File: src/hdl/lzwge_pkg.sv
// Package for the GIF LZW encoder: default sizes and the structs passed
// between the sequencer, the dictionary and the bit packer. No dependencies.
package lzwge_pkg;

	localparam int PIXEL_BITS_DEF    = 8;
	localparam int MAX_CODE_BITS_DEF = 12;
	localparam int TABLE_ENTRIES_DEF = 4096;

	localparam int CODE_W  = 12;
	localparam int WIDTH_W = 4;
	localparam int ADDR_W  = 12;
	localparam int LINK_W  = 13;
	localparam int SYM_W   = 8;

	// one code handed to the packer; fin pads to a byte and marks the final byte
	typedef struct packed {
		logic               put;
		logic [CODE_W-1:0]  code;
		logic [WIDTH_W-1:0] width;
		logic               fin;
	} put_t;

	// dictionary write requests
	typedef struct packed {
		logic              ent_we;
		logic [ADDR_W-1:0] ent_addr;
		logic [SYM_W-1:0]  sym;
		logic [LINK_W-1:0] sib;
		logic              fc_we;
		logic [ADDR_W-1:0] fc_addr;
		logic [LINK_W-1:0] fc_data;
		logic              clear_roots;
	} dict_wr_t;

endpackage

File: src/hdl/lzwge_pack.sv
// Bit packer: merges variable-width codes LSB first and drives the byte
// output register with valid/stall. Depends on lzwge_pkg.
module lzwge_pack (
	input  logic            clk,
	input  logic            arst_n,
	input  lzwge_pkg::put_t put,
	output logic            ready,
	output logic            out_valid,
	input  logic            out_stall,
	output logic [7:0]      data_byte,
	output logic            last_byte
);

	logic [23:0] acc_q;
	logic [4:0]  held_q;
	logic        fin_q;
	logic        ov_q;
	logic [7:0]  byte_q;
	logic        lastb_q;
	logic        load;
	logic [11:0] mask;
	logic [4:0]  sum;

	assign ready = (held_q < 5'd8);
	assign load  = (held_q >= 5'd8) && (!ov_q || !out_stall);
	assign mask  = 12'((13'd1 << put.width) - 13'd1);
	assign sum   = held_q + 5'(put.width);

	always_ff @(posedge clk or negedge arst_n) begin
		if (!arst_n) begin
			acc_q   <= '0;
			held_q  <= '0;
			fin_q   <= 1'b0;
			ov_q    <= 1'b0;
			byte_q  <= '0;
			lastb_q <= 1'b0;
		end else begin
			if (load) begin
				ov_q    <= 1'b1;
				byte_q  <= acc_q[7:0];
				lastb_q <= fin_q && (held_q == 5'd8);
				acc_q   <= acc_q >> 8;
				held_q  <= held_q - 5'd8;
				if (held_q == 5'd8) begin
					fin_q <= 1'b0;
				end
			end else begin
				if (ov_q && !out_stall) begin
					ov_q <= 1'b0;
				end
				if (put.put && ready) begin
					acc_q <= acc_q | (24'(put.code & mask) << held_q);
					if (put.fin) begin
						held_q <= (sum + 5'd7) & 5'b11000;
						fin_q  <= 1'b1;
					end else begin
						held_q <= sum;
					end
				end
			end
		end
	end

	assign out_valid = ov_q;
	assign data_byte = byte_q;
	assign last_byte = lastb_q;

endmodule

File: config.mk
export PLATFORM = sky130hd
export DESIGN_NAME = lzwge_pack
export DESIGN_NICKNAME = d
export VERILOG_FILES = /design/src/hdl/lzwge_pkg.sv /design/src/hdl/lzwge_pack.sv
export SDC_FILE = /design/constraint.sdc
export NUM_CORES = 1
export LEC_CHECK = 0
export ABC_AREA = 1
export BUFFER_PORTS_ARGS = -buffer_cell sky130_fd_sc_hd__buf_2
export CORE_UTILIZATION = 45
export DETAILED_ROUTE_END_ITERATION = 6
export GPL_ROUTABILITY_DRIVEN = 0
export HOLD_SLACK_MARGIN = 0.02
export PLACE_DENSITY = 0.69
export SLEW_MARGIN = 20
export SYNTH_ARGS = -nofsm -noshare
export SYNTH_HDL_FRONTEND = slang
export SYNTH_SLANG_ARGS = --single-unit
File: constraint.sdc
create_clock -name clk -period 2.5 [get_ports clk]
set_input_delay 0.125 -clock clk [delete_from_list [all_inputs] [get_ports clk]]
set_output_delay 0.125 -clock clk [all_outputs]
set_load 0.02 [all_outputs]
After elaboration in Yosys (flattened, before gate mapping) --
Cells that the tools add are included.
Storage, ports and cells: register bits 40, latch bits 0, bits in writable memories 0, ROM bits 0, bits of input ports 21, output and inout bits 11, word-level logic and storage cells 40, memories kept 0
Operators by class: add/sub/neg operators 4, multipliers 0, divide/modulo/power cells 0, $lt $le $gt $ge 2, equal/unequal tests 2, shifts and indexed selects 2, multiplexer cells 11, bitwise operators 2, reductions and logical operators 11
Operators by type and width (count):
- $mux W24 | 2
- $or A24 B24 Y24 | 1
- $shl A12 B5 Y24 | 1
- $mux W5 | 3
- $and A12 B12 Y12 | 1
- $shl A1 B4 Y12 const A | 1
- $sub A12 B1 Y12 const B | 1
- $mux W1 | 6
- $reduce_bool A2 Y1 | 3
- $add A5 B3 Y5 const B | 1
- $add A5 B4 Y5 | 1
- $eq A5 B4 Y1 const B | 1
- $ge A5 B4 Y1 const B | 1
- $lt A5 B4 Y1 const B | 1
- $sub A5 B4 Y5 const B | 1
- $logic_and A1 B1 Y1 | 4
- $reduce_and A3 Y1 | 1
- $logic_not A1 Y1 | 2
- $ne A2 B1 Y1 const B | 1
- $logic_or A1 B1 Y1 | 1

Depth between registers and ports, before layout --
Gate-level depths: netlist (run 1).
word-level depth 7, mapped depth 17

Worst setup path before layout (run 1) --
No wires, ideal clock.
path kind register to register, start point reg held_q[0], end point reg held_q[4], arrival time 1.945 ns, slack 0.420 ns, cell stages (with the launch flop) 11, cells stage by stage dfrtp_1 > ha_1 > fa_1 > xor2_1 > nor3_1 > nor2_1 > inv_1 > or2_2 > xor2_1 > nand2_1 > o211ai_1
On the way: cells in the longest elaborated chain, start to end 5, elaborated cells on any way between the ends 11, classes of those cells add/sub (3); order compare (2); mux (3); reduce/logical (3)
Ends and longest elaborated chain:
- start, declared | RTL line lzwge_pack.sv:15 | logic [4:0] held_q;
- start signal, assigned | RTL line lzwge_pack.sv:43 | held_q <= held_q - 5'd8;
- start signal, assigned | RTL line lzwge_pack.sv:54 | held_q <= (sum + 5'd7) & 5'b11000;
- start signal, assigned | RTL line lzwge_pack.sv:57 | held_q <= sum;
- $add A5 B4 Y5 | RTL line lzwge_pack.sv:27 | assign sum = held_q + 5'(put.width);
- $add A5 B3 Y5 | RTL line lzwge_pack.sv:54
- $mux W5 | RTL line lzwge_pack.sv:53 | if (put.fin) begin
- $mux W5 | RTL line lzwge_pack.sv:51 | if (put.put && ready) begin
- $mux W5 | RTL line lzwge_pack.sv:38 | if (load) begin
Several ways; a longest one is shown, not always the timed one. The select of a mux whose other input is x is not followed. A chain may end at the register's enable or synchronous reset.

Worst setup path after layout (run 1) --
Same ends and word-level chain as after synthesis.

==> report_table.html, run 1 <==
<table>
<tr><th>Metric</th><th>Value</th></tr>
<tr><th colspan="2">Outcome</th></tr>
<tr><td>Outcome</td><td>finished clean</td></tr>
<tr><th colspan="2">Logic synthesis</th></tr>
<tr><td>Share of synthesized area occupied by flip-flops and latches</td><td>34.6%</td></tr>
<tr><td>Number of enable flip-flop cells after synthesis</td><td>0</td></tr>
<tr><td>Gate count of the mapped netlist</td><td>421</td></tr>
<tr><td>Area fraction of the dominant cell type after synthesis</td><td>34.6%</td></tr>
<tr><td>Unique masters post-synth</td><td>35</td></tr>
<tr><td>Syn nets</td><td>450</td></tr>
<tr><td>Top cells by area in the synthesized netlist</td><td>sky130_fd_sc_hd__dfrtp_1 (35%), sky130_fd_sc_hd__nand2_1 (18%), sky130_fd_sc_hd__nand3_1 (11%), sky130_fd_sc_hd__inv_1 (4.5%), sky130_fd_sc_hd__nand4_1 (3.5%)</td></tr>
<tr><td>Mean area per synthesized cell</td><td>6.88 um^2</td></tr>
<tr><td>Number of flip-flops and latches in the synthesized netlist</td><td>40</td></tr>
<tr><td>Netlist area before placement</td><td>2900 um^2</td></tr>
<tr><td>Biggest area consumer among synthesized cells</td><td>sky130_fd_sc_hd__dfrtp_1</td></tr>
<tr><td>Synth Warn #</td><td>0</td></tr>
<tr><td>Prevailing post-synth register cell</td><td>sky130_fd_sc_hd__dfrtp_1</td></tr>
<tr><td>Share of synthesized registers carrying an async set or reset</td><td>100%</td></tr>
<tr><th colspan="2">Global route</th></tr>
<tr><td>Final global-route overflow total</td><td>0</td></tr>
<tr><td>Overall Global Routing Usage</td><td>24.1%</td></tr>
<tr><td>Wire length of the first global-routing pass</td><td>12,500 um</td></tr>
<tr><td>Maximum number of pins on one net before global-route repair</td><td>41</td></tr>
<tr><td>Antenna violations before repair</td><td>0</td></tr>
<tr><td>Via count of the first global-routing pass</td><td>2,779</td></tr>
<tr><th colspan="2">Power and ir drop</th></tr>
<tr><td>Worst ir drop on vdd</td><td>0.717 mV</td></tr>
<tr><td>Combinational fraction of design power</td><td>59.5%</td></tr>
<tr><td>Switching portion of total power</td><td>49.5%</td></tr>
<tr><td>Share of power burned in registers</td><td>26.8%</td></tr>
<tr><td>Cell internal pwr</td><td>0.00201 W</td></tr>
<tr><td>Lkg Pwr</td><td>1.67 nW</td></tr>
<tr><td>Pwr per Cell Area</td><td>1220 nW/um^2</td></tr>
<tr><td>Post-layout power</td><td>0.00397 W</td></tr>
<tr><td>Switch Pwr</td><td>0.00196 W</td></tr>
<tr><td>Clock share of power</td><td>13.7%</td></tr>
<tr><th colspan="2">Setup path</th></tr>
<tr><td>Type of the worst setup path</td><td>reg -&gt; reg</td></tr>
<tr><td>R2R setup slack</td><td>0.42 ns</td></tr>
<tr><td>Arrival time of the worst setup path</td><td>2.25 ns</td></tr>
<tr><td>Worst endpoint required time</td><td>2.67 ns</td></tr>
<tr><td>Maximum net fanout on the critical path</td><td>2</td></tr>
<tr><td>Startpoint type of the worst setup path</td><td>flip-flop</td></tr>
<tr><td>Capturing element type of the critical path</td><td>flip-flop</td></tr>
<tr><th colspan="2">STA</th></tr>
<tr><td>Unrepaired setup endpoints after global routing</td><td>false</td></tr>
<tr><td>Fin crit period</td><td>2.08 ns</td></tr>
<tr><td>Max Freq</td><td>481 MHz</td></tr>
<tr><td>Final clock period utilization by the worst path</td><td>83.2%</td></tr>
<tr><td>Final setup skew</td><td>0.00871 ns</td></tr>
<tr><td>TNS Setup</td><td>0 ns</td></tr>
<tr><td>Hold Vio Cnt, Final</td><td>0</td></tr>
<tr><td>Final-report setup violation count</td><td>0</td></tr>
<tr><td>Relative slew margins</td><td>41.4%</td></tr>
<tr><td>Worst setup slack after layout</td><td>0.419 ns</td></tr>
<tr><td>Total count of max-transition violations in the final report</td><td>0</td></tr>
<tr><td>Measured slew at the worst slew-check pin</td><td>0.879 ns</td></tr>
<tr><th colspan="2">Placed design</th></tr>
<tr><td>Port Buffers</td><td>31</td></tr>
<tr><td>Post-place setup slack</td><td>0.415 ns</td></tr>
<tr><td>Hpwl dp</td><td>5440 um</td></tr>
<tr><td>Dpl cells</td><td>519</td></tr>
<tr><th colspan="2">Clocking</th></tr>
<tr><td>CTS clock-pin slew for the worst setup and hold paths</td><td>0.08 ns</td></tr>
<tr><td>Maximum number of buffers from clock root to sink</td><td>2</td></tr>
<tr><td>Clock root buffer master</td><td>sky130_fd_sc_hd__clkbuf_8</td></tr>
<tr><td>Num Clock Sinks</td><td>40</td></tr>
<tr><td>Clock tree from TritonCTS</td><td>built</td></tr>
<tr><td>Clock latency reported for the late side of the worst-skew pair</td><td>0.30 ns</td></tr>
<tr><td>Count of H-tree levels built during CTS</td><td>2</td></tr>
<tr><td>Total CTS buffers</td><td>5</td></tr>
<tr><th colspan="2">Detailed routing</th></tr>
<tr><td>Drc violations</td><td>0</td></tr>
<tr><td>Wirelength per Cell</td><td>13.9 um</td></tr>
<tr><td>Drt first-iter violations</td><td>228</td></tr>
<tr><td>TritonRoute pass-1 iters</td><td>5</td></tr>
<tr><td>Vias</td><td>2,922</td></tr>
<tr><td>Number of nets with antenna violations after detailed routing</td><td>0</td></tr>
<tr><td>Wirelength, routed</td><td>7320 um</td></tr>
<tr><td>Via density per instance</td><td>5.53</td></tr>
<tr><th colspan="2">Floorplan</th></tr>
<tr><td>Die height</td><td>82.2 um</td></tr>
<tr><td>Floorplan row count</td><td>28</td></tr>
<tr><td>Die Wd</td><td>82.2 um</td></tr>
<tr><td>Initial Util</td><td>47.8%</td></tr>
<tr><td>CORE AREA</td><td>6060 um^2</td></tr>
<tr><td>Die area</td><td>6760 um^2</td></tr>
<tr><td>Number of top-level pins</td><td>32</td></tr>
<tr><th colspan="2">Finish</th></tr>
<tr><td>Total area of multi-input combinational cells</td><td>1650 um^2</td></tr>
<tr><td>Fillers</td><td>620</td></tr>
<tr><td>Final Non-Filler Cells</td><td>528</td></tr>
<tr><td>Number of nets in the layout</td><td>481</td></tr>
<tr><td>Share of cells above drive strength 1</td><td>16.8%</td></tr>
<tr><td>Ant. Diodes</td><td>0</td></tr>
<tr><td>Signed area change from the synthesized netlist to the final layout</td><td>11.9%</td></tr>
<tr><td>Area taken by flip-flops and latches</td><td>1000 um^2</td></tr>
<tr><td>Commonest cells after routing, fill and taps aside</td><td>sky130_fd_sc_hd__nand2_1 (142), sky130_fd_sc_hd__nand3_1 (64), sky130_fd_sc_hd__dfrtp_1 (40), sky130_fd_sc_hd__inv_1 (35), sky130_fd_sc_hd__buf_2 (31)</td></tr>
<tr><td>Most frequent standard cell in the layout excluding fill and tap cells</td><td>sky130_fd_sc_hd__nand2_1</td></tr>
<tr><th colspan="2">Hold path</th></tr>
<tr><td>Kind of path behind the tightest hold check</td><td>in -&gt; reg</td></tr>
<tr><th colspan="2">Flow run</th></tr>
<tr><td>Max-cap violation count</td><td>0</td></tr>
</table>
-- metal layers --
layer / up-vias / part of all wire, % / global-route usage, %
li1: 1454 / - / -
met1: 1357 / 46 / 31.0
met2: 96 / 47 / 39.8
met3: 15 / 4.8 / 5.38
met4: 0 / 1.7 / 8.25
met5: - / 0 / 0
-- logic make-up after synthesis --
logic type	count (synthesis)	share of synthesized area [%]
simple gates	265	41.8
buf+inv	57	8.73
compound gates	46	9.63
flops	40	34.6
fa+ha+maj	8	3.71
xor+xnor	4	1.21
mux	1	0.346
-- power by group through the flow --
stage | Sequential, W | Combinational, W | Clock (W)
floorplan | 0.00115 | 0.00168 | 0
global placement | 0.00107 | 0.00231 | 0
detailed placement | 0.00108 | 0.00232 | 0
CTS | 0.00107 | 0.00234 | 0.000556
global route | 0.00110 | 0.00265 | 0.000589
finish | 0.00106 | 0.00236 | 0.000545
-- final cells by class --
class,count,share of cell area [%]
clock inverters,3,1.43
repair buffers,42,7.41
well taps,75,2.89
multi-input cells,324,50.8
inverters,39,4.52
flip-flops and latches,40,30.9
clock buffers,5,2.12
-- through the flow --
stage | area, um^2 | util [%] | hold slack, ns
2_1_floorplan | 2900 | - | -0.171
3_3_place_gp | 3120 | 51.4 | 0.293
3_5_place_dp | 3120 | 51.4 | 0.294
4_1_cts | 3240 | 53.5 | 0.0369
5_1_grt | 3240 | 53.5 | 0.0769
6_report | 3240 | 53.5 | 0.0436
-- synth_stat cells (4+ instances only) --
master	instances
sky130_fd_sc_hd__inv_1	35
sky130_fd_sc_hd__nand4_1	16
sky130_fd_sc_hd__ha_1	7
sky130_fd_sc_hd__nor2_1	22
sky130_fd_sc_hd__clkbuf_1	6
sky130_fd_sc_hd__o21ai_2	5
sky130_fd_sc_hd__o21ai_1	6
sky130_fd_sc_hd__nand3_2	7
sky130_fd_sc_hd__o21ai_0	19
sky130_fd_sc_hd__dfrtp_1	40
sky130_fd_sc_hd__nand3_1	64
sky130_fd_sc_hd__nand2_2	4
sky130_fd_sc_hd__a21oi_1	6
sky130_fd_sc_hd__buf_2	7
sky130_fd_sc_hd__nand2_1	142
-- timing repair --
| action | 4_1_cts | 5_1_grt |
|---|---|---|
| resized for setup | 0 | 0 |
| setup buffers | 0 | 0 |
| setup endpoints to repair | 0 | 0 |
| hold buffers | 1 | 0 |
| endpoints found under the hold margin | 40 | 0 |
-- worst max-delay path, cell delays in order, from the launching register on --
cell                       delay (ns)
sky130_fd_sc_hd__dfrtp_1         0.38
sky130_fd_sc_hd__ha_1            0.20
sky130_fd_sc_hd__fa_1            0.40
sky130_fd_sc_hd__xor2_1          0.21
sky130_fd_sc_hd__nor3_1          0.07
sky130_fd_sc_hd__nor2_1          0.08
sky130_fd_sc_hd__inv_1           0.06
sky130_fd_sc_hd__or2_2           0.29
sky130_fd_sc_hd__xor2_1          0.14
sky130_fd_sc_hd__nand2_1         0.06
sky130_fd_sc_hd__o211ai_1        0.07
-- registers in the layout (all words and copies together), names as in the netlist --
register	cells
last_byte	1
held_q	5
out_valid	1
fin_q	1
acc_q	24
data_byte	8
-- path summary, 6_finish.rpt --
kind                               from      endpoint  cells past startpoint
setup / recovery              held_q[0]     held_q[4]                     10
hold / removal                out_stall     out_valid                      3
setup reg to reg              held_q[0]     held_q[4]                     10
hold reg to reg            data_byte[5]  data_byte[5]                      2
max in group asynchronous        arst_n     held_q[4]                      2
min in group asynchronous        arst_n  data_byte[1]                      2
Power figures use the tool's default switching activity.
==> run 2, diff against run 1 <==
PLACE_DENSITY = 0.71   (was 0.69)
clock period = 1.75 ns   (was 2.5 ns; I/O delays follow)
==> report_table.html, run 2 (same netlist as run 1, synthesis figures left out) <==
<table>
<tr><th>Metric</th><th>Value</th></tr>
<tr><th colspan="2">Outcome</th></tr>
<tr><td>Violated checks</td><td>setup timing</td></tr>
<tr><td>Outcome</td><td>finished, violations left</td></tr>
<tr><th colspan="2">Setup path</th></tr>
<tr><td>Worst endpoint required time</td><td>1.93 ns (-0.74 ns)</td></tr>
<tr><td>Worst r2r src</td><td>held_q[0]</td></tr>
<tr><td>Crit path depth</td><td>10 (unchanged)</td></tr>
<tr><td>Arrival time of the worst setup path</td><td>2.13 ns (-0.12 ns)</td></tr>
<tr><td>R2r endpoint</td><td>held_q[4]</td></tr>
<tr><td>Cell count of the worst reg-to-reg path</td><td>10 (unchanged)</td></tr>
<tr><td>Largest delay contributor family on the critical path</td><td>adder cells</td></tr>
<tr><td>R2R setup slack</td><td>-0.19 ns (-0.61 ns)</td></tr>
<tr><td>Crit-path slowest cell</td><td>sky130_fd_sc_hd__dfrtp_2</td></tr>
<tr><td>Capturing element type of the critical path</td><td>flip-flop</td></tr>
<tr><td>Maximum net fanout on the critical path</td><td>2 (unchanged)</td></tr>
<tr><td>Critical Path Start</td><td>held_q[0]</td></tr>
<tr><td>Worst Setup EP</td><td>held_q[4]</td></tr>
<tr><td>Startpoint type of the worst setup path</td><td>flip-flop</td></tr>
<tr><td>Critical path's largest stage delay</td><td>0.43 ns (+0.03 ns)</td></tr>
<tr><td>Total buffers and inverters traversed by the critical path</td><td>1 (unchanged)</td></tr>
<tr><td>Cells along the critical path</td><td>ha_4 -&gt; fa_2 -&gt; xor2_2 -&gt; nor3_2 -&gt; nor2_1 -&gt; inv_1 -&gt; or2_4 -&gt; xor2_1 -&gt; nand2_1 -&gt; o211ai_1</td></tr>
<tr><td>Type of the worst setup path</td><td>reg -&gt; reg</td></tr>
<tr><th colspan="2">Finish</th></tr>
<tr><td>Register with the most flip-flops</td><td>acc_q</td></tr>
<tr><td>Ant. Diodes</td><td>0 (unchanged)</td></tr>
<tr><td>Share of cells above drive strength 1</td><td>24.1% (+7.3 points)</td></tr>
<tr><td>Post-route standard cell area excluding fillers</td><td>3560 um^2 (+9.9%)</td></tr>
<tr><td>Largest register FFs</td><td>24 (unchanged)</td></tr>
<tr><td>Signed area change from the synthesized netlist to the final layout</td><td>23.0%</td></tr>
<tr><td>Final Non-Filler Cells</td><td>561 (+6.3%)</td></tr>
<tr><td>Most frequent standard cell in the layout excluding fill and tap cells</td><td>sky130_fd_sc_hd__nand2_1</td></tr>
<tr><td>Commonest cells after routing, fill and taps aside</td><td>sky130_fd_sc_hd__nand2_1 (142), sky130_fd_sc_hd__nand3_1 (64), sky130_fd_sc_hd__buf_4 (41), sky130_fd_sc_hd__dfrtp_1 (39), sky130_fd_sc_hd__inv_1 (34)</td></tr>
<tr><td>Number of nets in the layout</td><td>514 (+6.9%)</td></tr>
<tr><th colspan="2">STA</th></tr>
<tr><td>Worst setup slack after layout</td><td>-0.193 ns (-0.612 ns)</td></tr>
<tr><td>Fin crit period</td><td>1.94 ns (-0.138 ns)</td></tr>
<tr><td>Max Freq</td><td>515 MHz (+7.1%)</td></tr>
<tr><td>Unrepaired setup endpoints after global routing</td><td>true</td></tr>
<tr><td>Final clock period utilization by the worst path</td><td>111% (+28 points)</td></tr>
<tr><td>Final setup skew</td><td>0.00994 ns (+0.00123 ns)</td></tr>
<tr><td>Total count of max-transition violations in the final report</td><td>0 (unchanged)</td></tr>
<tr><td>Measured slew at the worst slew-check pin</td><td>0.511 ns (-0.367 ns)</td></tr>
<tr><td>Relative slew margins</td><td>65.9% (+24 points)</td></tr>
<tr><td>Final-report setup violation count</td><td>2 (+2)</td></tr>
<tr><td>Hold Vio Cnt, Final</td><td>0 (unchanged)</td></tr>
<tr><th colspan="2">Detailed routing</th></tr>
<tr><td>Via density per instance</td><td>5.37 (-3.0%)</td></tr>
<tr><td>Drt first-iter violations</td><td>222 (-2.6%)</td></tr>
<tr><td>Drc violations</td><td>0 (unchanged)</td></tr>
<tr><td>Wirelength per Cell</td><td>13.1 um (-5.3%)</td></tr>
<tr><td>Wire length on met2</td><td>3520 um (+2.1%)</td></tr>
<tr><td>Number of nets with antenna violations after detailed routing</td><td>0 (unchanged)</td></tr>
<tr><td>Routed length on met1</td><td>3400 um (+0.21%)</td></tr>
<tr><td>Wirelength, routed</td><td>7360 um (+0.62%)</td></tr>
<tr><td>TritonRoute pass-1 iters</td><td>4 (-1)</td></tr>
<tr><td>DR WL met3</td><td>315 um (-9.5%)</td></tr>
<tr><td>Vias</td><td>3,011 (+3.0%)</td></tr>
<tr><td>Highest metal layer with signal wires</td><td>met4</td></tr>
<tr><th colspan="2">Clocking</th></tr>
<tr><td>Clock latency reported for the late side of the worst-skew pair</td><td>0.30 ns (about the same)</td></tr>
<tr><td>Clock root buffer master</td><td>sky130_fd_sc_hd__clkbuf_8</td></tr>
<tr><td>Total CTS buffers</td><td>5 (unchanged)</td></tr>
<tr><td>Maximum number of buffers from clock root to sink</td><td>2 (unchanged)</td></tr>
<tr><td>Num Clock Sinks</td><td>40 (unchanged)</td></tr>
<tr><td>Count of H-tree levels built during CTS</td><td>2 (unchanged)</td></tr>
<tr><td>Clock tree from TritonCTS</td><td>built</td></tr>
<tr><td>CTS clock-pin slew for the worst setup and hold paths</td><td>0.08 ns (about the same)</td></tr>
<tr><th colspan="2">Floorplan</th></tr>
<tr><td>Die height</td><td>82.2 um (unchanged)</td></tr>
<tr><td>Die Wd</td><td>82.2 um (unchanged)</td></tr>
<tr><td>Floorplan row count</td><td>28 (unchanged)</td></tr>
<tr><td>CORE AREA</td><td>6060 um^2 (unchanged)</td></tr>
<tr><td>Number of top-level pins</td><td>32 (unchanged)</td></tr>
<tr><td>Initial Util</td><td>47.8% (unchanged)</td></tr>
<tr><td>Die area</td><td>6760 um^2 (unchanged)</td></tr>
<tr><th colspan="2">Global route</th></tr>
<tr><td>Wire length of the first global-routing pass</td><td>12,300 um (-1.4%)</td></tr>
<tr><td>Final global-route overflow total</td><td>0 (unchanged)</td></tr>
<tr><td>Antenna violations before repair</td><td>0 (unchanged)</td></tr>
<tr><td>Via count of the first global-routing pass</td><td>2,769 (-0.36%)</td></tr>
<tr><td>Overall Global Routing Usage</td><td>23.7% (-0.39 points)</td></tr>
<tr><td>Maximum number of pins on one net before global-route repair</td><td>41 (unchanged)</td></tr>
<tr><th colspan="2">Placed design</th></tr>
<tr><td>Port Buffers</td><td>31 (unchanged)</td></tr>
<tr><td>Dpl cells</td><td>547 (+5.4%)</td></tr>
<tr><td>Placed Instance Area</td><td>3370 um^2 (+8.0%)</td></tr>
<tr><td>Hpwl dp</td><td>5520 um (+1.5%)</td></tr>
<tr><th colspan="2">Power and ir drop</th></tr>
<tr><td>Share of power burned in registers</td><td>24.6% (-2.2 points)</td></tr>
<tr><td>Cell internal pwr</td><td>0.00327 W (+63%)</td></tr>
<tr><td>Combinational fraction of design power</td><td>62.1% (+2.6 points)</td></tr>
<tr><td>Switching portion of total power</td><td>46.9% (-2.6 points)</td></tr>
<tr><td>Pwr per Cell Area</td><td>1730 nW/um^2 (+41%)</td></tr>
<tr><td>Worst ir drop on vdd</td><td>1.11 mV (+56%)</td></tr>
<tr><td>Clock share of power</td><td>13.3% (-0.4 points)</td></tr>
<tr><td>Lkg Pwr</td><td>1.83 nW (+9.9%)</td></tr>
<tr><td>Switch Pwr</td><td>0.00289 W (+47%)</td></tr>
<tr><th colspan="2">Flow run</th></tr>
<tr><td>Max-cap violation count</td><td>0 (unchanged)</td></tr>
<tr><th colspan="2">Hold path</th></tr>
<tr><td>Kind of path behind the tightest hold check</td><td>in -&gt; reg</td></tr>
<tr><td>Startpoint of the tightest hold check path</td><td>put[0]</td></tr>
</table>
## run 2: worst min-delay path: stages
cell                      delay [ns]
sky130_fd_sc_hd__buf_2          0.07
sky130_fd_sc_hd__inv_1          0.07
sky130_fd_sc_hd__nand3_1        0.08
sky130_fd_sc_hd__o21ai_0        0.07
## run 2: area by class of cell
cell class              count  area [um^2]
repair buffers             75          503
multi-input cells         324         1690
clock buffers               6         82.6
fillers                   571         2500
flip-flops and latches     40         1000
well taps                  75         93.8
inverters                  39          154
clock inverters             2         38.8
## run 2: what timing repair did
action | 4_1_cts | 5_1_grt
gates cloned | 0 | 0
endpoints found under the hold margin | 41 | 0
resized for setup | 1 | 5
endpoints found under the setup margin | 2 | 28
hold buffers | 2 | 0
setup buffers | 1 | 3
## run 2: worst min path at each step
stage | cells after the start | endpoint | slack [ns]
after floorplan | 0 | acc_q[0] | -0.21
after global placement | 2 | data_byte[3] | 0.18
after detailed placement | 2 | data_byte[3] | 0.19
after CTS | 4 | held_q[0] | 0.13
after global routing | 3 | fin_q | 0.15
final | 4 | held_q[0] | 0.11
## run 2: per-stage QoR
step | TNS, ns | hold WS [ns] | worst slack [ns] | util (%) | power (W)
2_1_floorplan | -0.760 | -0.208 | -0.169 | - | 0.00410
3_5_place_dp | -1.02 | 0.189 | -0.195 | 55.5 | 0.00517
5_1_grt | -2.02 | 0.153 | -0.249 | 58.8 | 0.00670
6_report | -0.213 | 0.114 | -0.193 | 58.8 | 0.00616
4_1_cts | -0.208 | 0.128 | -0.185 | 58.1 | 0.00604
3_3_place_gp | -0.616 | 0.182 | -0.155 | 55.5 | 0.00512
## run 2: metal layers
layer | vias up | track usage [%]
met2 | 68 | 40.6
li1 | 1520 | -
met5 | - | 0
met1 | 1408 | 30.8
met3 | 15 | 3.63
met4 | 0 | 6.84
## run 2: power by group through the flow
stage,logic [W],clock network [W],registers [W]
2_1_floorplan,0.00244,0,0.00165
3_3_place_gp,0.00360,0,0.00153
3_5_place_dp,0.00363,0,0.00154
4_1_cts,0.00370,0.000817,0.00152
5_1_grt,0.00427,0.000854,0.00158
6_report,0.00382,0.000819,0.00151
