## src/hdl/lzwge_pkg.sv

```systemverilog
// Package for the GIF LZW encoder: default sizes and the structs passed
// between the sequencer, the dictionary and the bit packer. No dependencies.
package lzwge_pkg;

	localparam int PIXEL_BITS_DEF    = 8;
	localparam int MAX_CODE_BITS_DEF = 12;
	localparam int TABLE_ENTRIES_DEF = 4096;

	localparam int CODE_W  = 12;
	localparam int WIDTH_W = 4;
	localparam int ADDR_W  = 12;
	localparam int LINK_W  = 13;
	localparam int SYM_W   = 8;

	// one code handed to the packer; fin pads to a byte and marks the final byte
	typedef struct packed {
		logic               put;
		logic [CODE_W-1:0]  code;
		logic [WIDTH_W-1:0] width;
		logic               fin;
	} put_t;

	// dictionary write requests
	typedef struct packed {
		logic              ent_we;
		logic [ADDR_W-1:0] ent_addr;
		logic [SYM_W-1:0]  sym;
		logic [LINK_W-1:0] sib;
		logic              fc_we;
		logic [ADDR_W-1:0] fc_addr;
		logic [LINK_W-1:0] fc_data;
		logic              clear_roots;
	} dict_wr_t;

endpackage

```

## src/hdl/lzwge_ctrl.sv

```systemverilog
// Sequencer: trie walk through the dictionary, entry insertion, code width
// and restart handling, and code hand-off to the packer. Depends on lzwge_pkg.
module lzwge_ctrl #(
	parameter int PIXEL_BITS    = lzwge_pkg::PIXEL_BITS_DEF,
	parameter int MAX_CODE_BITS = lzwge_pkg::MAX_CODE_BITS_DEF,
	parameter int TABLE_ENTRIES = lzwge_pkg::TABLE_ENTRIES_DEF,
	localparam int LW = $clog2(TABLE_ENTRIES + 1)
) (
	input  logic                  clk,
	input  logic                  arst_n,
	input  logic                  in_valid,
	output logic                  in_stall,
	input  logic [7:0]            pixel,
	input  logic                  last,
	output lzwge_pkg::put_t       put,
	input  logic                  pk_ready,
	output lzwge_pkg::dict_wr_t   wr,
	output logic [LW-1:0]         fc_raddr,
	output logic [LW-1:0]         link_raddr,
	input  logic [LW-1:0]         fc_rdata,
	input  logic [PIXEL_BITS-1:0] sym_rdata,
	input  logic [LW-1:0]         sib_rdata
);

	localparam logic [LW-1:0] NO_LINK    = LW'(TABLE_ENTRIES);
	localparam logic [LW-1:0] CLEAR_CODE = LW'(1 << PIXEL_BITS);
	localparam logic [LW-1:0] EOI_CODE   = LW'((1 << PIXEL_BITS) + 1);
	localparam logic [LW-1:0] FIRST_FREE = LW'((1 << PIXEL_BITS) + 2);
	localparam logic [3:0]    START_W    = 4'(PIXEL_BITS + 1);
	localparam logic [3:0]    MAX_W      = 4'(MAX_CODE_BITS);

	typedef enum logic [3:0] {
		ST_IDLE, ST_CLR0, ST_LOOK, ST_FC, ST_CHK, ST_CMP, ST_EMIT,
		ST_INS1, ST_INS2, ST_UPD, ST_CLRF, ST_LASTP, ST_EOI
	} state_t;

	state_t                state_q;
	logic [PIXEL_BITS-1:0] px_q;
	logic                  last_q;
	logic                  started_q;
	logic [LW-1:0]         prefix_q;
	logic [LW-1:0]         nfc_q;
	logic [3:0]            width_q;
	logic [LW-1:0]         link_q;
	logic [LW-1:0]         head_q;
	logic [LW:0]           steps_q;
	logic                  grow;

	assign in_stall   = (state_q != ST_IDLE);
	assign fc_raddr   = prefix_q;
	assign link_raddr = link_q;
	assign grow       = (17'(nfc_q) >= (17'd1 << width_q));

	always_comb begin
		put = '0;
		put.width = width_q;
		unique case (state_q)
			ST_CLR0, ST_CLRF: begin
				put.put  = 1'b1;
				put.code = lzwge_pkg::CODE_W'(CLEAR_CODE);
			end
			ST_EMIT: begin
				put.put  = 1'b1;
				put.code = lzwge_pkg::CODE_W'(prefix_q);
			end
			ST_LASTP: begin
				put.put  = last_q;
				put.code = lzwge_pkg::CODE_W'(prefix_q);
			end
			ST_EOI: begin
				put.put  = 1'b1;
				put.code = lzwge_pkg::CODE_W'(EOI_CODE);
				put.fin  = 1'b1;
			end
			default: ;
		endcase
	end

	always_comb begin
		wr = '0;
		unique case (state_q)
			ST_INS1: begin
				wr.ent_we   = 1'b1;
				wr.ent_addr = lzwge_pkg::ADDR_W'(nfc_q);
				wr.sym      = lzwge_pkg::SYM_W'(px_q);
				wr.sib      = lzwge_pkg::LINK_W'(head_q);
				wr.fc_we    = 1'b1;
				wr.fc_addr  = lzwge_pkg::ADDR_W'(nfc_q);
				wr.fc_data  = lzwge_pkg::LINK_W'(NO_LINK);
			end
			ST_INS2: begin
				wr.fc_we   = 1'b1;
				wr.fc_addr = lzwge_pkg::ADDR_W'(prefix_q);
				wr.fc_data = lzwge_pkg::LINK_W'(nfc_q);
			end
			ST_CLRF: wr.clear_roots = pk_ready;
			ST_EOI:  wr.clear_roots = pk_ready;
			default: ;
		endcase
	end

	always_ff @(posedge clk or negedge arst_n) begin
		if (!arst_n) begin
			state_q   <= ST_IDLE;
			px_q      <= '0;
			last_q    <= 1'b0;
			started_q <= 1'b0;
			prefix_q  <= NO_LINK;
			nfc_q     <= FIRST_FREE;
			width_q   <= START_W;
			link_q    <= NO_LINK;
			head_q    <= NO_LINK;
			steps_q   <= '0;
		end else begin
			unique case (state_q)
				ST_IDLE: begin
					if (in_valid) begin
						px_q    <= pixel[PIXEL_BITS-1:0];
						last_q  <= last;
						state_q <= started_q ? ST_LOOK : ST_CLR0;
					end
				end
				ST_CLR0: begin
					if (pk_ready) begin
						started_q <= 1'b1;
						state_q   <= ST_LOOK;
					end
				end
				ST_LOOK: begin
					if (prefix_q >= NO_LINK) begin
						prefix_q <= LW'(px_q);
						state_q  <= ST_LASTP;
					end else begin
						state_q <= ST_FC;
					end
				end
				ST_FC: begin
					link_q  <= fc_rdata;
					head_q  <= fc_rdata;
					steps_q <= '0;
					state_q <= ST_CHK;
				end
				ST_CHK: begin
					if (link_q >= NO_LINK || steps_q >= (LW+1)'(TABLE_ENTRIES)) begin
						state_q <= ST_EMIT;
					end else begin
						state_q <= ST_CMP;
					end
				end
				ST_CMP: begin
					if (sym_rdata == px_q) begin
						prefix_q <= link_q;
						state_q  <= ST_LASTP;
					end else begin
						link_q  <= sib_rdata;
						steps_q <= steps_q + 1'b1;
						state_q <= ST_CHK;
					end
				end
				ST_EMIT: begin
					if (pk_ready) begin
						state_q <= (nfc_q < NO_LINK) ? ST_INS1 : ST_UPD;
					end
				end
				ST_INS1: state_q <= ST_INS2;
				ST_INS2: begin
					nfc_q   <= nfc_q + 1'b1;
					state_q <= ST_UPD;
				end
				ST_UPD: begin
					if (grow && width_q < MAX_W) begin
						width_q <= width_q + 1'b1;
					end
					if ((nfc_q >= NO_LINK) || (grow && width_q >= MAX_W)) begin
						state_q <= ST_CLRF;
					end else begin
						prefix_q <= LW'(px_q);
						state_q  <= ST_LASTP;
					end
				end
				ST_CLRF: begin
					if (pk_ready) begin
						nfc_q    <= FIRST_FREE;
						width_q  <= START_W;
						prefix_q <= LW'(px_q);
						state_q  <= ST_LASTP;
					end
				end
				ST_LASTP: begin
					if (!last_q) begin
						state_q <= ST_IDLE;
					end else if (pk_ready) begin
						state_q <= ST_EOI;
					end
				end
				ST_EOI: begin
					if (pk_ready) begin
						started_q <= 1'b0;
						prefix_q  <= NO_LINK;
						nfc_q     <= FIRST_FREE;
						width_q   <= START_W;
						state_q   <= ST_IDLE;
					end
				end
				default: state_q <= ST_IDLE;
			endcase
		end
	end

endmodule

```

## config.mk

```make
export PLATFORM = sky130hd
export DESIGN_NAME = lzwge_ctrl
export DESIGN_NICKNAME = d
export VERILOG_FILES = /design/src/hdl/lzwge_pkg.sv /design/src/hdl/lzwge_ctrl.sv
export SDC_FILE = /design/constraint.sdc
export NUM_CORES = 1
export LEC_CHECK = 0
export ABC_AREA = 1
export BUFFER_PORTS_ARGS = -buffer_cell sky130_fd_sc_hd__buf_2
export CAP_MARGIN = 20
export CORE_MARGIN = 1
export CORE_UTILIZATION = 42
export DETAILED_ROUTE_END_ITERATION = 16
export MAX_ROUTING_LAYER = met4
export PLACE_DENSITY = 0.75
export SLEW_MARGIN = 30
export SYNTH_ARGS = -nofsm -noshare
export SYNTH_HDL_FRONTEND = slang
export SYNTH_SLANG_ARGS = --single-unit
export TNS_END_PERCENT = 5
```

## constraint.sdc

```tcl
create_clock -name clk -period 6.7 [get_ports clk]
set_input_delay 0.67 -clock clk [delete_from_list [all_inputs] [get_ports clk]]
set_output_delay 0.67 -clock clk [all_outputs]
set_load 0.005 [all_outputs]
```

== Word level (Yosys, flattened, before mapping) ==
Cells that the tools add are included.

* $add $sub $neg: 3
* Order comparisons: 8
* Equality and inequality tests: 25
* Shift-type cells: 1
* Muxes and demuxes: 37
* Reduce and logical (&&, ||, !) cells: 20

{| class="wikitable"
|+ Operators with widths
! kind !! count
|-
| 2-to-1 mux 13 bit || 7
|-
| one-hot mux 13 bit (5 select lines) || 1
|-
| one-hot mux 13 bit (2 select lines) || 2
|-
| one-hot mux 13 bit (4 select lines) || 1
|-
| one-hot mux 26 bit (2 select lines) || 1
|-
| one-hot mux 4 bit (13 select lines) || 1
|-
| 2-to-1 mux 4 bit || 12
|-
| greater-or-equal comparator 13 bit, second input constant || 3
|-
| 2-to-1 mux 34 bit || 1
|-
| one-hot mux 14 bit (2 select lines) || 1
|-
| equality test 4 bit, second input constant || 5
|-
| inequality test 2 bit, second input constant || 10
|-
| greater-or-equal comparator 13 x 17 -> 1 bit || 1
|-
| << shifter 1 x 4 -> 17 bit, first input constant || 1
|-
| equality test 4 x 3 -> 1 bit, second input constant || 4
|-
| adder 14 x 1 -> 14 bit, second input constant || 1
|-
| greater-or-equal comparator 14 x 13 -> 1 bit, second input constant || 1
|-
| 2-to-1 mux 14 bit || 1
|-
| adder 13 x 1 -> 13 bit, second input constant || 1
|-
| < comparator 13 bit, second input constant || 1
|-
| AND reduction 6 bit || 2
|-
| equality test 4 x 2 -> 1 bit, second input constant || 2
|-
| equality test 8 bit || 1
|-
| one-hot mux 4 bit (2 select lines) || 1
|-
| other kinds (18) || 32
|}

* Bits in registers: 84
* Input port bits: 47
* Word-level logic and storage cells: 104

== Longest topological paths before layout ==
Gate-level depths: netlist (run 1).

* Word-level depth: 6
* Mapped depth: 18

== Worst setup path after synthesis (run 1) ==
Ideal clock, no wire load.

* Path kind: flip-flop to flip-flop
* Start point: register width_q[3]
* End point: register prefix_q[2], in the netlist fc_raddr[2]
* Arrival: 2280 ps
* Data required time: 6583 ps
* Path slack: 4303 ps
* Cell stages (with the launch flop): 19
* Path buffers: 2
* Period minus slack after synthesis: 2397 ps
* Cell sequence: dfstp_2 -> clkbuf_1 -> nand2_1 -> inv_1 -> nand2_1 -> ha_1 -> nand2_1 -> inv_1 -> nand2_1 -> nand2_1 -> o21ai_0 -> inv_1 -> nand3_1 -> nand2_1 -> nand2_1 -> nand3_4 -> buf_6 -> nand2_1 -> nand2_1

* Word-level cells in the longest chain between the ends: 6
* Elaborated cells on any way between the ends: 7
* Those cells by class: 2 x order compare; 1 x eq/ne; 1 x shift; 3 x reduce/logical

{| class="wikitable"
|+ RTL lines
! element !! line !! RTL
|-
| start: declaration || lzwge_ctrl.sv:43 || <nowiki>logic [3:0] width_q;</nowiki>
|-
| start signal: assignment || lzwge_ctrl.sv:172 || <nowiki>width_q <= width_q + 1'b1;</nowiki>
|-
| << shifter 1 x 4 -> 17 bit || lzwge_ctrl.sv:52 || <nowiki>assign grow = (17'(nfc_q) >= (17'd1 << width_q));</nowiki>
|-
| greater-or-equal comparator 13 x 17 -> 1 bit || lzwge_ctrl.sv:52 ||
|-
| logical AND 1 bit (*) || lzwge_ctrl.sv:174 || <nowiki>if ((nfc_q >= NO_LINK) || (grow && width_q >= MAX_W)) begin</nowiki>
|-
| logical OR 1 bit (*) || lzwge_ctrl.sv:174 ||
|-
| inequality test 2 bit (no source line) (*) || n/a ||
|-
| AND reduction 6 bit (no source line) (*) || n/a ||
|-
| end signal: assignment || lzwge_ctrl.sv:152 || <nowiki>prefix_q <= link_q;</nowiki>
|-
| end signal: assignment || lzwge_ctrl.sv:177 || <nowiki>prefix_q <= LW'(px_q);</nowiki>
|-
| end signal: assignment || lzwge_ctrl.sv:185 || <nowiki>prefix_q <= LW'(px_q);</nowiki>
|-
| end: declaration || lzwge_ctrl.sv:41 || <nowiki>logic [LW-1:0] prefix_q;</nowiki>
|}

Mark *: on every way between the ends. The rest lies on a longest branch, timed or not.
A chain may end at the register's enable or synchronous reset.

==> impl_metrics.tcl, run 1 <==
set metrics [dict create \
    status "finished clean" \
    yosys.area_share.simple_pct 29.3 \
    grt_setup_unrepaired "no" \
    seqPwrFrac_pct 34.5 \
    cts.htree.levels 3 \
    ys_types 38 \
    multiInputGateArea_mm2 0.00263 \
    area_growth_pct 21.6 \
    synthXorXnorAreaFrac_pct 1.64 \
    overflow 0 \
    dr.pass1.iters 5 \
    cpPeakStageDelay_ns 0.58 \
    cts_resized 0 \
    cp-start-kind "flip-flop" \
    fin_util_pct 53.1 \
    setup_violations 0 \
    worst-r2r-setup-slack_ns 3.81 \
    layout_common_cells "158 x nand2_1, 151 x buf_2, 119 x inv_1, 99 x nor2_1, 77 x dfrtp_1" \
    comb_power_share_pct 46.0 \
    yosysWarnings 0 \
    grt_max_degree 58 \
    synth_largest_area_cell "dfrtp_1" \
    vias 5369 \
    synth_fa_ha_area_share_pct 5.16 \
    syn_nets 814 \
    drc 0 \
    grt_pass1_wl_um 24600 \
    synthTopCellsByArea "dfrtp_1 36%, nand2_1 11%, inv_1 8.4%, nor2_1 7.0%, ha_1 5.2%" \
    coreArea_mm2 0.0122 \
    clock.fmax_ghz 0.311 \
    postPlaceCellArea_mm2 0.00619 \
    fin_hold_ws_ns 0.245 \
    ant_nets 0 \
    r2r-end "fc_raddr[6]" \
    num-fill-cells 1224 \
    synth_top_family_by_area "simple AND/OR/NAND/NOR gates" \
    place.gp.congestion 0.906 \
    crit_chain "inv_2 -> nor2_2 -> inv_2 -> nor2_1 -> inv_1 -> buf_4 -> o21ai_0 -> buf_2" \
    grt_usage_pct 25.1 \
    crit_slowest_cell "inv_1" \
    nets 951 \
    cts_setup_buffers 0 \
    die_w_um 115 \
    powerDensity_mw_per_mm2 390 \
    layout_commonest_cell "nand2_1" \
    drt-total-wl_um 15400 \
    drtIter0Drc 452 \
    syn_inst 745 \
    period_needed_ns 3.22 \
    synth_ff_type "dfrtp_1" \
    worstReg2RegStart "width_q[0]" \
    clk_pin_slew_ns 0.06 \
    hold_viol_final 0 \
    drive_gt1_share_pct 21.9 \
    synth-compound-area-share_pct 13.0 \
    wl_per_cell_um 14.6 \
    switchingPower_mw 1.12 \
    crit_path_end_kind "primary output" \
    synth.area.mux_share_pct 0.211 \
    critPathKind "flip-flop to primary output" \
    clock_skew_ns 0.00522 \
    num_io_pins 153 \
    max_cap_violations 0 \
    syn_area_per_cell_um2 7.16 \
    leakage_nw 3.56 \
    dieArea_mm2 0.0131 \
    p_clk_share_pct 19.5 \
    initial_utilization_pct 43.7 \
    antenna_cells 0 \
    ctsLongestPathBuffers 2 \
    holdBufCountCts 0 \
    regArea_mm2 0.00211 \
    netSwitchingFraction_pct 44.4 \
    syn-cell-area_mm2 0.00533 \
    stdcell_area_mm2 0.00648 \
    worstPathRequired_ns 6.03 \
    numCtsBuffers 9 \
    setup_tns_ns 0 \
    io_buffers 152 \
    critPathMaxFanout 26 \
    vias_per_cell 5.09 \
    std_cell_rows 40 \
    cp_common_cell "inv_2" \
    hp-class "input port to async pin" \
    seq_area_frac_synth_pct 39.6 \
    worst_skew_pair.late_latency_ns 0.34 \
    cts_tree "done" \
    peakVddDrop_uv 189 \
    finalCritPeriodShare_pct 48.0 \
    ys_ff_latch 84 \
    hpwl_um 11500 \
    p_int_mw 1.41 \
    antenna_found_initial 0 \
    clock-sinks 84 \
    r2r_cells 16 \
    drv_slew 0 \
    worstMarginPinSlew_ns 0.989 \
    die_height_um 115 \
    first_global_vias 4931 \
    cp.arrival_ns 2.55 \
    slew_headroom_pct 33.8 \
    async_flop_share_pct 100 \
    netlist.area_leader.share_pct 36.1 \
    synth_edf_count 0 \
    cts_root_buf "clkbuf_16" \
]
-- flip-flops by register name (all words and copies together) (netlist names) --
signal      cells
fc_raddr       13
head_q         13
last_q          1
link_raddr     13
nfc_q          13
px_q            8
started_q       1
state_q         4
steps_q        14
width_q         4
-- logic make-up after synthesis --
group                    after synthesis
AO/OA/AOI/OAI                        121
XOR/XNOR                              10
adder cells (fa/ha/maj)               22
buffers and inverters                152
flip-flops                            84
multiplexers                           1
AND/OR/NAND/NOR                      355
-- routing by layer --
| layer | vias to the layer above | global-route usage (%) | routed length (um) |
|---|---|---|---|
| li1 | 2676 | - | - |
| met3 | 23 | 4.45 | 865 |
| met4 | 0 | 7.45 | 271 |
| met5 | - | - | 0 |
| met2 | 205 | 41.0 | 7180 |
| met1 | 2465 | 31.7 | 7100 |
-- how the worst max path moves through the flow --
stage / start / end / slack (ns) / depth (start not counted)
after floorplan: width_q[3] / fc_raddr[2] / 4.30 / 18
after global placement: state_q[2] / steps_q[6] / 3.80 / 8
after detailed placement: state_q[2] / steps_q[6] / 3.76 / 9
after CTS: state_q[2] / wr[13] / 3.48 / 8
after global routing: state_q[2] / wr[13] / 3.34 / 8
final: state_q[2] / wr[13] / 3.48 / 8
-- cells in the mapped netlist (3+ instances only) --
cell and count:
nand3_1 36, nand2_1 159, nor3_1 13, xor2_1 6
inv_2 4, nor4_1 5, nand2_4 3, a21oi_1 27
buf_2 5, o211ai_1 16, o21a_1 4, o22ai_1 21
inv_1 119, nor2_2 5, xnor2_1 4, dfstp_2 7
dfrtp_1 77, nor2_1 99, o21ai_0 48, ha_1 22
clkbuf_1 19, nand4_1 24, nand2_2 3
-- critical path, delay by kind of cell, from the launching register on --
family / cells / cell delay [ns]
buffers and inverters: 5 / 1.40
flip-flops: 1 / 0.45
AO/OA/AOI/OAI: 1 / 0.20
AND/OR/NAND/NOR: 2 / 0.14
-- metrics by stage --
stage	power [mW]	setup slack, ns	std cells
after floorplan	1.65	4.30	745
after global placement	2.01	3.80	1039
after detailed placement	2.03	3.76	1039
after CTS	2.54	3.48	1055
after global routing	2.74	3.34	1055
final	2.53	3.48	1055
-- power by group through the flow --
stage,combinational [mW],sequential (mW),clock (mW)
floorplan,0.818,0.836,0
global placement,1.13,0.875,0
detailed placement,1.16,0.876,0
CTS,1.17,0.870,0.504
global route,1.32,0.892,0.522
finish,1.16,0.873,0.495
-- area by class of cell --
type                       instances  area share, %
clock buffer                      13           3.71
clock inverter                     3          0.733
inverter                         124           7.18
multi-input combinational        509           40.6
sequential                        84           32.6
tap                              168           3.24
timing repair buffer             154           12.0
(Power assumes the default switching activity.)
==> run 2: changes to the inputs <==
==> constraint.sdc (replaced) <==
create_clock -name clk -period 3.2 [get_ports clk]
set_input_delay 0.32 -clock clk [delete_from_list [all_inputs] [get_ports clk]]
set_output_delay 0.32 -clock clk [all_outputs]
set_load 0.005 [all_outputs]
==> impl_metrics.tcl, run 2 (synthesized netlist as in run 1, its figures left out) <==
set metrics [dict create \
    die_height_um 115 \
    drv_slew 0 \
    area_growth_pct 23.0 \
    clk_pin_slew_ns 0.06 \
    nets 956 \
    status "finished, violations left" \
    largest_register_ffs 14 \
    hold_viol_final 4 \
    initial_utilization_pct 43.7 \
    drive_gt1_share_pct 22.5 \
    largest-register "steps_q" \
    layout_common_cells "159 x nand2_1, 151 x buf_2, 119 x inv_1, 99 x nor2_1, 77 x dfrtp_1" \
    coreArea_mm2 0.0122 \
    cp_common_cell "nand2_1" \
    wl_per_cell_um 14.3 \
    antenna_cells 0 \
    ctsLongestPathBuffers 2 \
    io_buffers 152 \
    clock-sinks 84 \
    r2r_cells 16 \
    num-fill-cells 1241 \
    period_needed_ns 2.78 \
    leakage_nw 3.59 \
    grt_pass1_wl_um 24500 \
    slew_headroom_pct 33.2 \
    dieArea_mm2 0.0131 \
    setup_violations 0 \
    crit_path_end_kind "flip-flop" \
    peakVddDrop_uv 378 \
    cts_tree "done" \
    crit_slowest_cell "dfstp_2" \
    die_w_um 115 \
    r2r-end "fc_raddr[10]" \
    cts_setup_buffers 0 \
    finalNonFillerCells 1060 \
    std_cell_rows 40 \
    hp-class "input port to async pin" \
    setup_tns_ns 0 \
    cts_root_buf "clkbuf_16" \
    violations "negative hold slack" \
    worstReg2RegStart "width_q[0]" \
    numCtsBuffers 9 \
    dr.pass1.iters 5 \
    antenna_found_initial 0 \
    clock.fmax_ghz 0.360 \
    max_cap_violations 0 \
    dp_cells 1044 \
    vias_per_cell 5.09 \
    critPathKind "flip-flop to flip-flop" \
    grt_setup_unrepaired "no" \
    hpwl_um 11600 \
    grt_max_degree 50 \
    vias 5396 \
    crit_chain "ha_1 -> ha_1 -> nand2_1 -> ha_1 -> nand2_1 -> inv_1 -> nand2_1 -> nand2_1 -> nor2_1 -> nand3_1 -> nand3_1 -> nand2_1 -> nand2_1 -> nand3_4 -> nand2_1 -> nand2_1" \
    cpPeakStageDelay_ns 0.59 \
    drtIter0Drc 284 \
    powerDensity_mw_per_mm2 825 \
    drc 0 \
    finalPower_mw 5.41 \
    worst-r2r-setup-slack_ns 0.42 \
    clock_skew_ns 0.00856 \
    place.gp.congestion 0.954 \
    drt-total-wl_um 15200 \
    critPathMaxFanout 15 \
    layout_commonest_cell "nand2_1" \
    num_io_pins 153 \
    worstMarginPinSlew_ns 0.998 \
    ant_nets 0 \
    first_global_vias 4860 \
    holdBufCountCts 0 \
    worstPathRequired_ns 3.43 \
    cp-start-kind "flip-flop" \
    grt_usage_pct 24.7 \
    finalCritPeriodShare_pct 86.9 \
    cp.arrival_ns 3.01 \
    fin_hold_ws_ns -0.00552 \
    cts.htree.levels 3 \
    cts_resized 0 \
    overflow 0 \
    worst_skew_pair.late_latency_ns 0.34 \
]
## run 2: final cells by class
class	count	area [um^2]	area share (%)
Multi-Input combinational cell	509	2630	40.1
Sequential cell	84	2110	32.2
Timing Repair Buffer	159	816	12.4
Inverter	124	465	7.10
Clock buffer	11	243	3.70
Tap cell	168	210	3.21
Clock inverter	5	83.8	1.28
## run 2: how the worst max path moves through the flow
stage                          start      endpoint  slack [ns]  depth (start not counted)
after floorplan           width_q[3]   fc_raddr[2]        0.80                         18
after global placement    width_q[0]   fc_raddr[1]        0.50                         16
after detailed placement  width_q[0]  fc_raddr[11]        0.43                         16
after CTS                 width_q[0]  fc_raddr[10]        0.41                         16
after global routing      width_q[0]   fc_raddr[1]        0.05                         14
final                     width_q[0]  fc_raddr[10]        0.42                         16
## run 2: power breakdown
part | internal (mW) | switching (mW) | total [mW]
combinational | 0.864 | 1.58 | 2.44
clock | 0.708 | 0.430 | 1.14
sequential | 1.49 | 0.345 | 1.83
total | 3.06 | 2.35 | 5.41
## run 2: worst max-delay path, delay by kind of cell, from the launching register on
kind,cells,cell delay [ns]
simple gates,12,1.42
fa+ha+maj,3,0.62
flops,1,0.59
buf+inv,1,0.05
## run 2: through the flow
step / utilization [%] / cell area (um^2) / worst slack (ns) / hold WS [ns]
6_report: 53.7 / 6560 / 0.420 / -0.00552
5_1_grt: 53.7 / 6560 / 0.0515 / 0.0434
4_1_cts: 53.7 / 6560 / 0.411 / 0.0195
3_5_place_dp: 51.0 / 6230 / 0.429 / 0.384
3_3_place_gp: 51.0 / 6230 / 0.500 / 0.385
2_1_floorplan: - / 5330 / 0.803 / 0.0244
## run 2: routing by layer
layer	vias to the layer above	wire length [um]	global-route usage, %
met2	181	7330	41.4
met1	2497	6850	31.6
met5	-	0	-
met4	0	214	6.06
met3	22	782	3.39
li1	2696	-	-
==> run 3: changes to the inputs <==
--- a/config.mk
+++ b/config.mk
@@ -5,7 +5,7 @@
 export SDC_FILE = /design/constraint.sdc
 export NUM_CORES = 1
 export LEC_CHECK = 0
-export ABC_AREA = 1
+export ABC_AREA = 0
 export BUFFER_PORTS_ARGS = -buffer_cell sky130_fd_sc_hd__buf_2
 export CAP_MARGIN = 20
 export CORE_MARGIN = 1
==> impl_metrics.tcl, run 3 <==
set metrics [dict create \
    status "finished clean" \
    crit_chain "inv_1 -> ha_1 -> and2_1 -> ha_1 -> nand3_1 -> nor2_1 -> a2111oi_0 -> o21ai_1 -> a31oi_2 -> buf_12 -> mux2_2" \
    syn_inst 600 \
    finalNonFillerCells 918 \
    fin_ws_ns 0.156 \
    setup_tns_ns 0 \
    num_io_pins 153 \
    ys_types 62 \
    slew_headroom_pct 45.5 \
    vias_per_cell 5.31 \
    worst-r2r-setup-slack_ns 0.16 \
    powerDensity_mw_per_mm2 804 \
    holdBufCountCts 0 \
    grt_max_degree 85 \
    leakage_nw 3.40 \
    synth_ff_type "dfrtp_1" \
    cts_tree "done" \
    drive_gt1_share_pct 29.6 \
    initial_utilization_pct 43.5 \
    wl_met1_um 6440 \
    synth_common_cells "109 x nand2_1, 77 x dfrtp_1, 48 x and2_1" \
    cp_common_cell "ha_1" \
    critPathMaxFanout 13 \
    grt_usage_pct 23.2 \
    synth-compound-area-share_pct 15.0 \
    drv_slew 0 \
    synthTopCellsByArea "dfrtp_1 36%, nand2_1 7.7%, and2_1 5.7%, ha_1 5.2%, dfstp_2 3.5%" \
    finalCritPeriodShare_pct 95.1 \
    coreArea_mm2 0.0122 \
    die_w_um 114 \
    drtIter0Drc 216 \
    fin_util_pct 53.7 \
    crit_path_end_kind "flip-flop" \
    area_growth_pct 23.3 \
    cts.htree.levels 3 \
    synth_largest_area_cell "dfrtp_1" \
    yosys.area_share.simple_pct 25.7 \
    async_flop_share_pct 100 \
    clock-sinks 84 \
    worst_skew_pair.late_latency_ns 0.34 \
    nets 814 \
    drc 0 \
    critPathKind "flip-flop to flip-flop" \
    layout_common_cells "151 x buf_2, 109 x nand2_1, 77 x dfrtp_1, 48 x and2_1, 47 x nor2_1" \
    worstMarginPinSlew_ns 0.818 \
    first_global_vias 4582 \
    hpwl_um 10700 \
    drt-total-wl_um 14500 \
    syn_area_per_cell_um2 8.83 \
    antenna_found_initial 0 \
    ant_nets 0 \
    dp_cells 902 \
    cts_root_buf "clkbuf_16" \
    crit_buf_inv 2 \
    synth_top_family_by_area "simple AND/OR/NAND/NOR gates" \
    syn-cell-area_mm2 0.00530 \
    synthXorXnorAreaFrac_pct 4.11 \
    setup_violations 0 \
    hold_viol_final 0 \
    postPlaceCellArea_mm2 0.00624 \
    stdcell_area_mm2 0.00653 \
    hp-class "input port to async pin" \
    synth.area.mux_share_pct 5.88 \
    ys_ff_latch 84 \
    dr_wl_met3_um 787 \
    peakVddDrop_uv 378 \
    grt_pass1_wl_um 23100 \
    cp_top_family "compound AO/OA/AOI/OAI gates" \
    layout_commonest_cell "buf_2" \
    wl_met2_um 7010 \
    antenna_cells 0 \
    numCtsBuffers 9 \
    seq_area_frac_synth_pct 39.9 \
    synth_edf_count 0 \
    max_cap_violations 0 \
    largest_register_ffs 14 \
    dr.pass1.iters 4 \
    worstPathRequired_ns 3.42 \
    clock_skew_ns 0.0103 \
    ctsLongestPathBuffers 2 \
    fin_hold_ws_ns 0.0206 \
    clk_pin_slew_ns 0.07 \
    wl_per_cell_um 15.8 \
    period_needed_ns 3.04 \
    io_buffers 152 \
    preCtsSetupSlack_ns 0.180 \
    cpPeakStageDelay_ns 0.57 \
    netlist.area_leader.share_pct 36.4 \
    cp.arrival_ns 3.26 \
    syn_nets 669 \
    place.gp.congestion 0.888 \
    cts_setup_buffers 0 \
    synth_fa_ha_area_share_pct 5.20 \
    vias 4874 \
    grt_setup_unrepaired "no" \
    top_layer "met4" \
    std_cell_rows 40 \
    yosysMostFrequentCell "nand2_1" \
    yosysWarnings 0 \
    cp-start-kind "flip-flop" \
    largest-register "steps_q" \
    crit_slowest_cell "dfstp_2" \
    clock.fmax_ghz 0.328 \
    dieArea_mm2 0.0131 \
    cts_resized 0 \
    overflow 0 \
    finalPower_mw 5.25 \
    die_height_um 114 \
]
-- run 3: cell count changes after synthesis, sizes merged, moves of 21 or more --
cell	before	now
inv	123	15
nor2	106	50
nand2	165	110
and2	0	48
o21ai	48	23
nand3	37	16
-- run 3: worst register-to-register path, stage by stage (launching register included) --
cell and delay, ns:
dfstp_2 0.57, inv_1 0.08, ha_1 0.24, and2_1 0.15, ha_1 0.27, nand3_1 0.09, nor2_1 0.04, a2111oi_0 0.45
o21ai_1 0.24, a31oi_2 0.28, buf_12 0.18, mux2_2 0.34
-- run 3: power by group --
group / switching, mW / internal (mW) / leakage [nW]
logic: 1.23 / 1.05 / 2.21
clock network: 0.428 / 0.606 / 0.147
registers: 0.466 / 1.47 / 1.04
-- run 3: final timing paths --
kind	startpoint	to	depth (start not counted)
worst max-delay path	width_q[0]	fc_raddr[0]	11
worst min-delay path	arst_n	head_q[0]	1
worst max register to register	width_q[0]	fc_raddr[0]	11
worst min register to register	head_q[12]	head_q[12]	2
max in group asynchronous	arst_n	nfc_q[10]	1
min in group clk	fc_rdata[12]	head_q[12]	3
-- run 3: kinds of logic (layout without fill, tap and decap cells) --
kind of cell | count (synthesis) | count (layout)
flip-flops | 84 | 84
multiplexers | 27 | 27
XOR/XNOR | 24 | 24
buffers and inverters | 49 | 199
AND/OR/NAND/NOR | 278 | 278
AO/OA/AOI/OAI | 116 | 116
adder cells (fa/ha/maj) | 22 | 22
-- run 3: area by class of cell --
class	count	area [um^2]
Fill cell	1164	5630
Multi-Input combinational cell	467	2960
Sequential cell	84	2110
Timing Repair Buffer	167	892
Clock buffer	10	229
Tap cell	168	210
Clock inverter	6	62.6
Inverter	16	61.3
-- run 3: layer usage --
metal  vias up  track usage [%]
met4         0             6.15
met2       162             39.1
li1       2362                -
met5         -                -
met3        23             3.86
met1      2327             28.9
